`src/hdl/scp_pkg.sv`:
```
// Shared types and constants of the scan curb point selector.
`default_nettype none
package scp_pkg;

  localparam int unsigned COORD_BITS = 16;
  localparam int unsigned TAG_BITS   = 16;
  localparam int unsigned QDEPTH     = 4;
  localparam int unsigned QPTR_BITS  = $clog2(QDEPTH);
  localparam int unsigned QCNT_BITS  = $clog2(QDEPTH + 1);

  typedef logic signed [COORD_BITS-1:0] coord_t;
  typedef logic [COORD_BITS-1:0]        mag_t;
  typedef logic [TAG_BITS-1:0]          tag_t;

  typedef enum logic {
    SIDE_LEFT  = 1'b0,
    SIDE_RIGHT = 1'b1
  } side_mode_e;

  typedef struct packed {
    coord_t pos_x;
    coord_t pos_y;
    coord_t pos_z;
    tag_t   point_tag;
    logic   scan_end;
  } in_beat_t;

  typedef struct packed {
    coord_t out_x;
    coord_t out_y;
    coord_t out_z;
    tag_t   out_tag;
    logic   rear_half;
    logic   last_of_scan;
  } out_beat_t;

  typedef struct packed {
    coord_t x;
    coord_t y;
    coord_t z;
    tag_t   tag;
  } point_t;

  typedef struct packed {
    point_t pt;
    mag_t   mag;
    logic   pref;
    logic   rear;
    logic   scan_end;
  } pt_info_t;

  typedef struct packed {
    point_t front_pt;
    point_t rear_pt;
    logic   has_front;
    logic   has_rear;
  } scan_res_t;

endpackage
`default_nettype wire

```
`src/hdl/scp_stage.sv`:
```
// Input register: classifies one point by half, side and |y|.
`default_nettype none
module scp_stage (
  input  wire logic                   clk_i,
  input  wire logic                   rst_ni,
  input  wire logic                   load_i,
  input  wire scp_pkg::in_beat_t      beat_i,
  input  wire scp_pkg::side_mode_e    side_mode_i,
  output scp_pkg::pt_info_t           info_o,
  output logic                        valid_o
);

  scp_pkg::pt_info_t info_d, info_q;
  logic              valid_q;
  logic              y_neg, y_zero;

  always_comb begin
    y_neg  = beat_i.pos_y[scp_pkg::COORD_BITS-1];
    y_zero = (beat_i.pos_y == '0);
    info_d.pt.x     = beat_i.pos_x;
    info_d.pt.y     = beat_i.pos_y;
    info_d.pt.z     = beat_i.pos_z;
    info_d.pt.tag   = beat_i.point_tag;
    info_d.mag      = y_neg ? scp_pkg::mag_t'(~beat_i.pos_y + 1'b1)
                            : scp_pkg::mag_t'(beat_i.pos_y);
    info_d.pref     = (side_mode_i == scp_pkg::SIDE_RIGHT) ? (!y_neg && !y_zero) : y_neg;
    info_d.rear     = beat_i.pos_x[scp_pkg::COORD_BITS-1];
    info_d.scan_end = beat_i.scan_end;
  end

  always_ff @(posedge clk_i or negedge rst_ni) begin
    if (!rst_ni) begin
      valid_q <= 1'b0;
    end else begin
      valid_q <= load_i;
    end
  end

  always_ff @(posedge clk_i) begin
    if (load_i) begin
      info_q <= info_d;
    end
  end

  assign info_o  = info_q;
  assign valid_o = valid_q;

endmodule
`default_nettype wire

```
`src/hdl/scp_half.sv`:
```
// Running best candidates of one half of a scan.
`default_nettype none
module scp_half (
  input  wire logic               clk_i,
  input  wire logic               rst_ni,
  input  wire scp_pkg::pt_info_t  info_i,
  input  wire logic               upd_i,
  input  wire logic               clr_i,
  output logic                    seen_o,
  output scp_pkg::point_t         sel_o
);

  logic            seen_d, seen_q;
  logic            pref_seen_d, pref_seen_q;
  scp_pkg::point_t pref_pt_d, pref_pt_q;
  scp_pkg::point_t near_pt_d, near_pt_q;
  scp_pkg::mag_t   pref_mag_d, pref_mag_q;
  scp_pkg::mag_t   near_mag_d, near_mag_q;
  logic            take_near, take_pref;

  always_comb begin
    take_near   = upd_i && (!seen_q || (info_i.mag < near_mag_q));
    take_pref   = upd_i && info_i.pref && (!pref_seen_q || (info_i.mag > pref_mag_q));
    seen_d      = seen_q || upd_i;
    pref_seen_d = pref_seen_q || (upd_i && info_i.pref);
    near_pt_d   = take_near ? info_i.pt  : near_pt_q;
    near_mag_d  = take_near ? info_i.mag : near_mag_q;
    pref_pt_d   = take_pref ? info_i.pt  : pref_pt_q;
    pref_mag_d  = take_pref ? info_i.mag : pref_mag_q;
  end

  always_ff @(posedge clk_i or negedge rst_ni) begin
    if (!rst_ni) begin
      seen_q      <= 1'b0;
      pref_seen_q <= 1'b0;
    end else if (clr_i) begin
      seen_q      <= 1'b0;
      pref_seen_q <= 1'b0;
    end else begin
      seen_q      <= seen_d;
      pref_seen_q <= pref_seen_d;
    end
  end

  always_ff @(posedge clk_i) begin
    near_pt_q  <= near_pt_d;
    near_mag_q <= near_mag_d;
    pref_pt_q  <= pref_pt_d;
    pref_mag_q <= pref_mag_d;
  end

  assign seen_o = seen_d;
  assign sel_o  = pref_seen_d ? pref_pt_d : near_pt_d;

endmodule
`default_nettype wire

```
`src/hdl/scp_obuf.sv`:
```
// Result queue: one entry per finished scan, drained one beat at a time.
`default_nettype none
module scp_obuf (
  input  wire logic                clk_i,
  input  wire logic                rst_ni,
  input  wire logic                push_i,
  input  wire scp_pkg::scan_res_t  res_i,
  output logic                     full_o,
  output logic                     near_full_o,
  output logic                     out_valid_o,
  input  wire logic                out_stall_i,
  output scp_pkg::out_beat_t       out_data_o
);

  scp_pkg::scan_res_t                  mem_q [scp_pkg::QDEPTH];
  logic [scp_pkg::QPTR_BITS-1:0]       wr_ptr_q, rd_ptr_q;
  logic [scp_pkg::QCNT_BITS-1:0]       cnt_q, cnt_d;
  logic                                half_q, half_d;
  scp_pkg::scan_res_t                  head;
  logic                                emit_rear, is_last, beat_done, pop;

  always_comb begin
    head        = mem_q[rd_ptr_q];
    out_valid_o = (cnt_q != '0);
    emit_rear   = half_q || !head.has_front;
    is_last     = emit_rear || !head.has_rear;
    out_data_o.out_x        = emit_rear ? head.rear_pt.x   : head.front_pt.x;
    out_data_o.out_y        = emit_rear ? head.rear_pt.y   : head.front_pt.y;
    out_data_o.out_z        = emit_rear ? head.rear_pt.z   : head.front_pt.z;
    out_data_o.out_tag      = emit_rear ? head.rear_pt.tag : head.front_pt.tag;
    out_data_o.rear_half    = emit_rear;
    out_data_o.last_of_scan = is_last;
    beat_done = out_valid_o && !out_stall_i;
    pop       = beat_done && is_last;
    half_d    = beat_done ? !is_last : half_q;
    cnt_d     = cnt_q + scp_pkg::QCNT_BITS'(push_i) - scp_pkg::QCNT_BITS'(pop);
  end

  always_ff @(posedge clk_i or negedge rst_ni) begin
    if (!rst_ni) begin
      wr_ptr_q <= '0;
      rd_ptr_q <= '0;
      cnt_q    <= '0;
      half_q   <= 1'b0;
    end else begin
      if (push_i) begin
        wr_ptr_q <= wr_ptr_q + 1'b1;
      end
      if (pop) begin
        rd_ptr_q <= rd_ptr_q + 1'b1;
      end
      cnt_q  <= cnt_d;
      half_q <= half_d;
    end
  end

  always_ff @(posedge clk_i) begin
    if (push_i) begin
      mem_q[wr_ptr_q] <= res_i;
    end
  end

  assign full_o      = (cnt_q == scp_pkg::QCNT_BITS'(scp_pkg::QDEPTH));
  assign near_full_o = (cnt_q >= scp_pkg::QCNT_BITS'(scp_pkg::QDEPTH - 1));

  a_no_overflow : assert property (@(posedge clk_i) disable iff (!rst_ni)
    push_i |-> (cnt_q != scp_pkg::QCNT_BITS'(scp_pkg::QDEPTH)) || pop)
    else $error("result queue overflow");

  a_push_nonempty : assert property (@(posedge clk_i) disable iff (!rst_ni)
    push_i |-> (res_i.has_front || res_i.has_rear))
    else $error("scan end without a result");

  a_half_pair : assert property (@(posedge clk_i) disable iff (!rst_ni)
    half_q |-> (out_valid_o && head.has_front && head.has_rear))
    else $error("rear beat pending on an entry without two halves");

endmodule
`default_nettype wire

```
`src/hdl/scan_curb_point_select_unit.sv`:
```
// Top level of the scan curb point selector.
// One point is taken per clock cycle while in_stall_o is low. A point goes through the input
// register and then updates the running front and rear candidates; the point that ends a scan
// places that scan's one or two results in a four-scan result queue as it leaves that register.
// Results leave one beat per cycle while out_stall_i is low, front half first; in_stall_o rises
// only while that queue is nearly full. The configuration channel, always ready, sets side_mode.
`default_nettype none
module scan_curb_point_select_unit (
  input  wire logic                clk_i,
  input  wire logic                rst_ni,
  input  wire logic                in_valid_i,
  output logic                     in_stall_o,
  input  wire scp_pkg::in_beat_t   in_data_i,
  output logic                     out_valid_o,
  input  wire logic                out_stall_i,
  output scp_pkg::out_beat_t       out_data_o,
  input  wire logic                cfg_valid_i,
  output logic                     cfg_ready_o,
  input  wire logic                cfg_data_i
);

  scp_pkg::side_mode_e side_mode_q;
  scp_pkg::pt_info_t   info;
  scp_pkg::scan_res_t  res;
  scp_pkg::point_t     front_sel, rear_sel;
  logic                st_valid, load, scan_done;
  logic                front_seen, rear_seen;
  logic                q_full, q_near_full;

  assign cfg_ready_o = 1'b1;

  always_ff @(posedge clk_i or negedge rst_ni) begin
    if (!rst_ni) begin
      side_mode_q <= scp_pkg::SIDE_LEFT;
    end else if (cfg_valid_i && cfg_ready_o) begin
      side_mode_q <= scp_pkg::side_mode_e'(cfg_data_i);
    end
  end

  assign in_stall_o = q_full || (q_near_full && st_valid && info.scan_end);
  assign load       = in_valid_i && !in_stall_o;
  assign scan_done  = st_valid && info.scan_end;

  scp_stage u_stage (
    .clk_i       (clk_i),
    .rst_ni      (rst_ni),
    .load_i      (load),
    .beat_i      (in_data_i),
    .side_mode_i (side_mode_q),
    .info_o      (info),
    .valid_o     (st_valid)
  );

  scp_half u_front (
    .clk_i  (clk_i),
    .rst_ni (rst_ni),
    .info_i (info),
    .upd_i  (st_valid && !info.rear),
    .clr_i  (scan_done),
    .seen_o (front_seen),
    .sel_o  (front_sel)
  );

  scp_half u_rear (
    .clk_i  (clk_i),
    .rst_ni (rst_ni),
    .info_i (info),
    .upd_i  (st_valid && info.rear),
    .clr_i  (scan_done),
    .seen_o (rear_seen),
    .sel_o  (rear_sel)
  );

  always_comb begin
    res.front_pt  = front_sel;
    res.rear_pt   = rear_sel;
    res.has_front = front_seen;
    res.has_rear  = rear_seen;
  end

  scp_obuf u_obuf (
    .clk_i       (clk_i),
    .rst_ni      (rst_ni),
    .push_i      (scan_done),
    .res_i       (res),
    .full_o      (q_full),
    .near_full_o (q_near_full),
    .out_valid_o (out_valid_o),
    .out_stall_i (out_stall_i),
    .out_data_o  (out_data_o)
  );

endmodule
`default_nettype wire

```
`config.mk`:
```
export PLATFORM = sky130hd
export DESIGN_NAME = scan_curb_point_select_unit
export DESIGN_NICKNAME = d
export VERILOG_FILES = /design/src/hdl/scp_pkg.sv /design/src/hdl/scp_stage.sv /design/src/hdl/scp_half.sv /design/src/hdl/scp_obuf.sv /design/src/hdl/scan_curb_point_select_unit.sv
export SDC_FILE = /design/constraint.sdc
export NUM_CORES = 1
export LEC_CHECK = 0
export BUFFER_PORTS_ARGS = -buffer_cell sky130_fd_sc_hd__clkbuf_2
export CAP_MARGIN = 20
export CORE_MARGIN = 1
export CORE_UTILIZATION = 61
export DETAILED_ROUTE_END_ITERATION = 7
export PLACE_DENSITY = 0.85
export REMOVE_ABC_BUFFERS = 1
export SLEW_MARGIN = 40
export SYNTH_ARGS = -nofsm -noshare
export SYNTH_HDL_FRONTEND = slang
export SYNTH_SLANG_ARGS = --single-unit
```
`constraint.sdc`:
```
create_clock -name clk_i -period 6.3 [get_ports clk_i]
set_clock_uncertainty 0.2 [all_clocks]
set_input_delay 1.26 -clock clk_i [delete_from_list [all_inputs] [get_ports clk_i]]
set_output_delay 1.26 -clock clk_i [all_outputs]
set_load 0.005 [all_outputs]
```
# --- Word level (Yosys, flattened, before mapping) ---
# Memories as Yosys holds them, arrays and structs flattened.
# Cells that the tools add are included.
totals:
  ff_bits: 417
  latch_bits: 0
  mem_bits_rw: 520
  rom_bits: 0
  in_bits: 71
  out_inout_bits: 69
  word_cells: 110
  mem_count: 1
mem_list:
  columns: ["name", "words", "word_bits", "rd", "rd_ports_with_merged_regs", "wr", "line", "source"]
  rows:
  - ["u_obuf.mem_q", 4, 130, 1, 0, 1, "scp_obuf.sv:15", "scp_pkg::scan_res_t mem_q [scp_pkg::QDEPTH];"]
op_classes:
  add_sub_neg: 5
  multipliers: 0
  div: 0
  n_lt_le_gt_ge: 5
  n_eq_ne: 1
  shifts: 0
  mux: 18
  bitwise: 1
  reduce_logical: 40
ops:
  columns: ["operator", "n"]
  rows:
  - ["$mux 64", 6]
  - ["$mux 16", 4]
  - ["$gt 16x16->1", 2]
  - ["$lt 16x16->1", 2]
  - ["$add 16x1->16 const B", 1]
  - ["$logic_not 16->1", 1]
  - ["$not 16->16", 1]
  - ["$logic_and 1x1->1", 15]
  - ["$mux 15", 1]
  - ["$logic_not 1->1", 12]
  - ["$logic_or 1x1->1", 11]
  - ["$mux 1", 7]
  - ["$add 2x1->2 const B", 2]
  - ["$add 3x1->3", 1]
  - ["$eq 3x3->1 const B", 1]
  - ["$ge 3x2->1 const B", 1]
  - ["$reduce_bool 3->1", 1]
  - ["$sub 3x1->3", 1]

# --- Depth between registers and ports, before layout ---
logic_depth:
  ltp_word: 6
  ltp_mapped: 10
  ltp_nobuf: 9

# --- Modules after synthesis ---
# From an unflattened synthesis, not the netlist that was laid out.
hier_totals:
  cells_unflattened: 2254
  area_unflattened_um2: 38532.0
modules_own_cells:
  columns: ["mod", "instances", "cells_each", "area_per_inst_um2", "seq_area_each_um2"]
  rows:
  - ["scp_obuf", 1, 808, 20195.6, 15815.2]
  - ["scp_half (u_rear)", 1, 712, 7925.1, 3573.4]
  - ["scp_half (u_front)", 1, 582, 7462.2, 3573.4]
  - ["scp_stage", 1, 142, 2864.0, 2457.4]
  - ["scan_curb_point_select_unit", 1, 10, 85.1, 25.0]

# --- Worst setup path after synthesis ---
# OpenSTA, ideal clock, no wires.
synth_path:
  path_kind: "in2reg"
  startpoint: "in in_valid_i"
  endpoint: "reg u_stage.info_q (netlist bit u_stage.info_o[0]) (enable)"
  setup_ps: 532
  t_arrival_ps: 4826
  t_required_ps: 5568
  slack_ps: 743
  stages: 1
  path_buffers: 0
  cell_sequence: "nor2b_1"
synth_between:
  elab_chain_len: 1
synth_lines:
  columns: ["element", "line", "source"]
  rows:
  - ["start, declared", "scan_curb_point_select_unit.sv:11", "input wire logic in_valid_i,"]
  - ["$logic_and 1x1->1", "scan_curb_point_select_unit.sv:41", "assign load = in_valid_i && !in_stall_o;"]
  - ["end signal, assigned", "scp_stage.sv:41", "info_q <= info_d;"]
  - ["end, declared", "scp_stage.sv:13", "scp_pkg::pt_info_t info_d, info_q;"]
# No other way between the ends.
# A chain may end at the register's enable or synchronous reset.

==> impl_results.md <==
* Initial antenna violation count at 1
* Setup bufs post-CTS at 0
* Critical path peak fanout at 91
* Layout cells sized above 1 at 0.226
* Synth Flop Type: edfxtp_1
* Top cell type's share of synthesized area at 0.540
* Worst R2R Path Depth at 9
* Required @ worst endpoint at 4840 ps
* Synth Area per Inst at ~18 um2
* Switching Share at 0.323
* CTS Root Buffer Type: clkbuf_16
* CP endpoint kind: output port
* Routed Antenna Nets at 0
* Final net count at ~2400
* Unrepaired setup endpoints after global routing: no
* Combinational Power Share at 0.342
* Worst Setup EP: out_data_o[54]
* Area Overhead vs Synth at 12.3%
* Critical Path AT at around 3800 ps
* First-pass GRT wire length at between 100 and 150 mm
* Min Tclk post-route at between 5000 and 6000 ps
* Synth area leaders: edfxtp_1, dfxtp_1, mux4_2, mux2_1, ha_1
* Max VDD drop at 304 uV
* Worst r2r src: u_stage.info_o[14]
* Crit path launch type: flip-flop
* Sw power at 7.69 mW
* Final wirelength at a little over 80 mm
* Clk buf depth at 3
* Post-synth top area cell: edfxtp_1
* Final Worst Setup Slack at 1010 ps
* TritonCTS clock tree: yes
* Overall routing resource usage at 0.266
* Most common cell in the netlist: edfxtp_1
* Largest net degree at the start of global routing at 92
* Via-to-Cell Ratio at roughly 6.4
* CTS Buf Count at about 90
* Max_cap viols at 0
* Critical Path Start: u_obuf.rd_ptr_q[1]
* Max-slew violations at 0
* Chip Width at 248 um
* Number of synthesized flops with an enable pin at 665
* Actual slew at the worst max-slew pin at just under 900 ps
* Most frequent cells after synthesis: edfxtp_1, dfxtp_1, mux2_1
* H-tree Lvls at 3
* Flop pwr share at 0.434
* Sequential share of the synthesized area at 0.688
* Crit path kind: reg2out
* CTS Hold Bufs at 0
* Num Clock Sinks at just over 900
* DIE AREA at slightly above 60000 um2
* Min-Delay Path Class: reg2reg
* R2r endpoint: u_obuf.mem_q[3][77]
* Leak pwr at between 10 and 15 nW
* PwrDens at 573 nW/um2
* Asr flop ratio synth at 0.0150
* Library cells used by synthesis at 60
* Yosys warning count at 0
* PostCTS Resize Cnt at 0
* Initial Util at 0.622
* Via count at around 20000
* Vias in the first global route at 20900
* Synthesized netlist cell count at approximately 2100
* GPL Wtd Cong at 0.824
* Diodes inserted at 0
* Fin Hold WS at between 200 and 250 ps
* DR iter-0 viols at 1600
* Core area at slightly below 60000 um2
* Fill count at about 3600
* DRC violations left at 0
* FF-to-FF setup slack at a little under 2000 ps
* GRT overflow at 0
* I/O pin count at 140
* Final period utilization at 0.840
* Worst-path clk slew at about 60 ps
* Worst-Skew Late Latency at 640 ps
* Post-Place Worst Slack at ~1500 ps
* Slew HR at 0.423
* Power share of the clock group at 0.224
* # setup viols final at 0
* Routed WL per cell at roughly 26 um
* Final hold vios at 0
* Dpl hpwl at ~46 mm
* Maximum clock rate at 189 MHz
* Int Power at about 16 mW
* Post-Syn Area at around 37000 um2
* Port Buffers at between 100 and 150
* Status: completed
* Height of the die at roughly 250 um
* 1st-pass router iterations at 6
* #FFs+latches synth at approximately 940
* Site Rows at between 80 and 90
[how the worst min path moves through the flow]
stage                                    start              endpoint  slack, ps  cells past startpoint
after global routing      u_rear.pref_pt_q[63]  u_rear.pref_pt_q[63]        260                      1
after global placement    u_rear.near_pt_q[63]  u_rear.near_pt_q[63]        200                      2
after detailed placement  u_rear.near_pt_q[63]  u_rear.near_pt_q[63]        220                      2
after CTS                 u_rear.near_pt_q[63]  u_rear.near_pt_q[63]        230                      2
final                     u_rear.near_pt_q[63]  u_rear.near_pt_q[63]        230                      2
after floorplan           u_rear.near_pt_q[63]  u_rear.near_pt_q[63]        190                      2
[stage by stage]
step / TNS [ps] / util / power, mW / area, um2 / std cells
floorplan: -609780 / - / 15.8 / 36500 / 1989
global placement: 0 / 0.647 / 17.8 / 38500 / 2928
detailed placement: 0 / 0.648 / 18.4 / 38500 / 2932
CTS: 0 / 0.697 / 23.8 / 41500 / 3096
global route: 0 / 0.699 / 24.8 / 41500 / 3099
finish: 0 / 0.699 / 23.8 / 41500 / 3099
[power groups by stage]
stage          Sequential [mW]  Clock, mW  Combinational, mW
2_1_floorplan             10.4          0               5.42
3_3_place_gp              10.2          0               7.59
3_5_place_dp              10.4          0               8.00
4_1_cts                   10.3       5.39               8.12
5_1_grt                   10.5       5.62               8.70
6_report                  10.3       5.33               8.14
[placed cells by master, fill, tap and decap left out, types with 11 or more instances in the layout]
cell,instances
dfrtp_1,12
buf_4,23
a21oi_1,27
clkbuf_2,138
clkbuf_1,20
edfxtp_1,665
clkinv_2,14
nand4_1,11
inv_1,77
dfxtp_1,256
o22a_1,63
o21a_1,66
o21ai_0,13
mux4_2,129
nand2_1,26
mux2_1,250
xnor2_1,14
clkbuf_16,94
clkinv_1,11
o221a_1,63
nand2b_1,71
nor2_1,17
ha_1,70
mux2_2,65
[routing by layer]
| metal | global-route usage | routed length, um | vias up | share of wire |
|---|---|---|---|---|
| met1 | 0.338 | 31800 | 10200 | 0.39 |
| met5 | 0 | 0 | - | 0 |
| met4 | 0.0961 | 2230 | 0 | 0.027 |
| li1 | - | - | 8570 | - |
| met3 | 0.0442 | 5360 | 167 | 0.066 |
| met2 | 0.461 | 41600 | 840 | 0.51 |
[state kept, by name (all words and copies together), names as in the netlist]
signal               flops
side_mode_q              1
u_front.near_mag_q      16
u_front.near_pt_q       64
u_front.pref_mag_q      16
u_front.pref_pt_q       64
u_front.pref_seen_q      1
u_front.seen_q           1
u_obuf.cnt_q             3
u_obuf.half_q            1
u_obuf.mem_q           520
u_obuf.rd_ptr_q          2
u_obuf.wr_ptr_q          2
u_rear.near_mag_q       16
u_rear.near_pt_q        64
u_rear.pref_mag_q       16
u_rear.pref_pt_q        64
u_rear.pref_seen_q       1
u_rear.seen_q            1
u_stage.info_o          81
u_stage.valid_o          1
[worst max-delay path: stages, from the launching register on]
cell      delay [ps]
dfrtp_4          630
nor2b_1          100
a211oi_1         290
a211oi_2         140
inv_8            530
buf_4            600
mux4_2           400
mux2_2           310
clkbuf_2         120
[cell families (layout without fill, tap and decap cells)]
group                    count (synthesis)  count (layout)  share of synthesized area
buffers and inverters                  189             417                     0.0214
AND/OR/NAND/NOR                        163             163                     0.0245
AO/OA/AOI/OAI                          276             276                     0.0629
other                                    1               1                   0.000101
XOR/XNOR                                17              17                    0.00403
adder cells (fa/ha/maj)                 71              71                     0.0242
multiplexers                           446             446                      0.175
flip-flops                             935             935                      0.688
[area by class of cell]
type	instances	area, um2	share of cell area
Tap cell	773	967	0.0233
Sequential cell	935	25500	0.613
Clock buffer	120	2510	0.0604
Inverter	80	308	0.00741
Clock inverter	44	419	0.0101
Timing Repair Buffer	173	1040	0.0251
Multi-Input combinational cell	974	10800	0.261
Note: power is estimated with default switching activity, not from simulation.
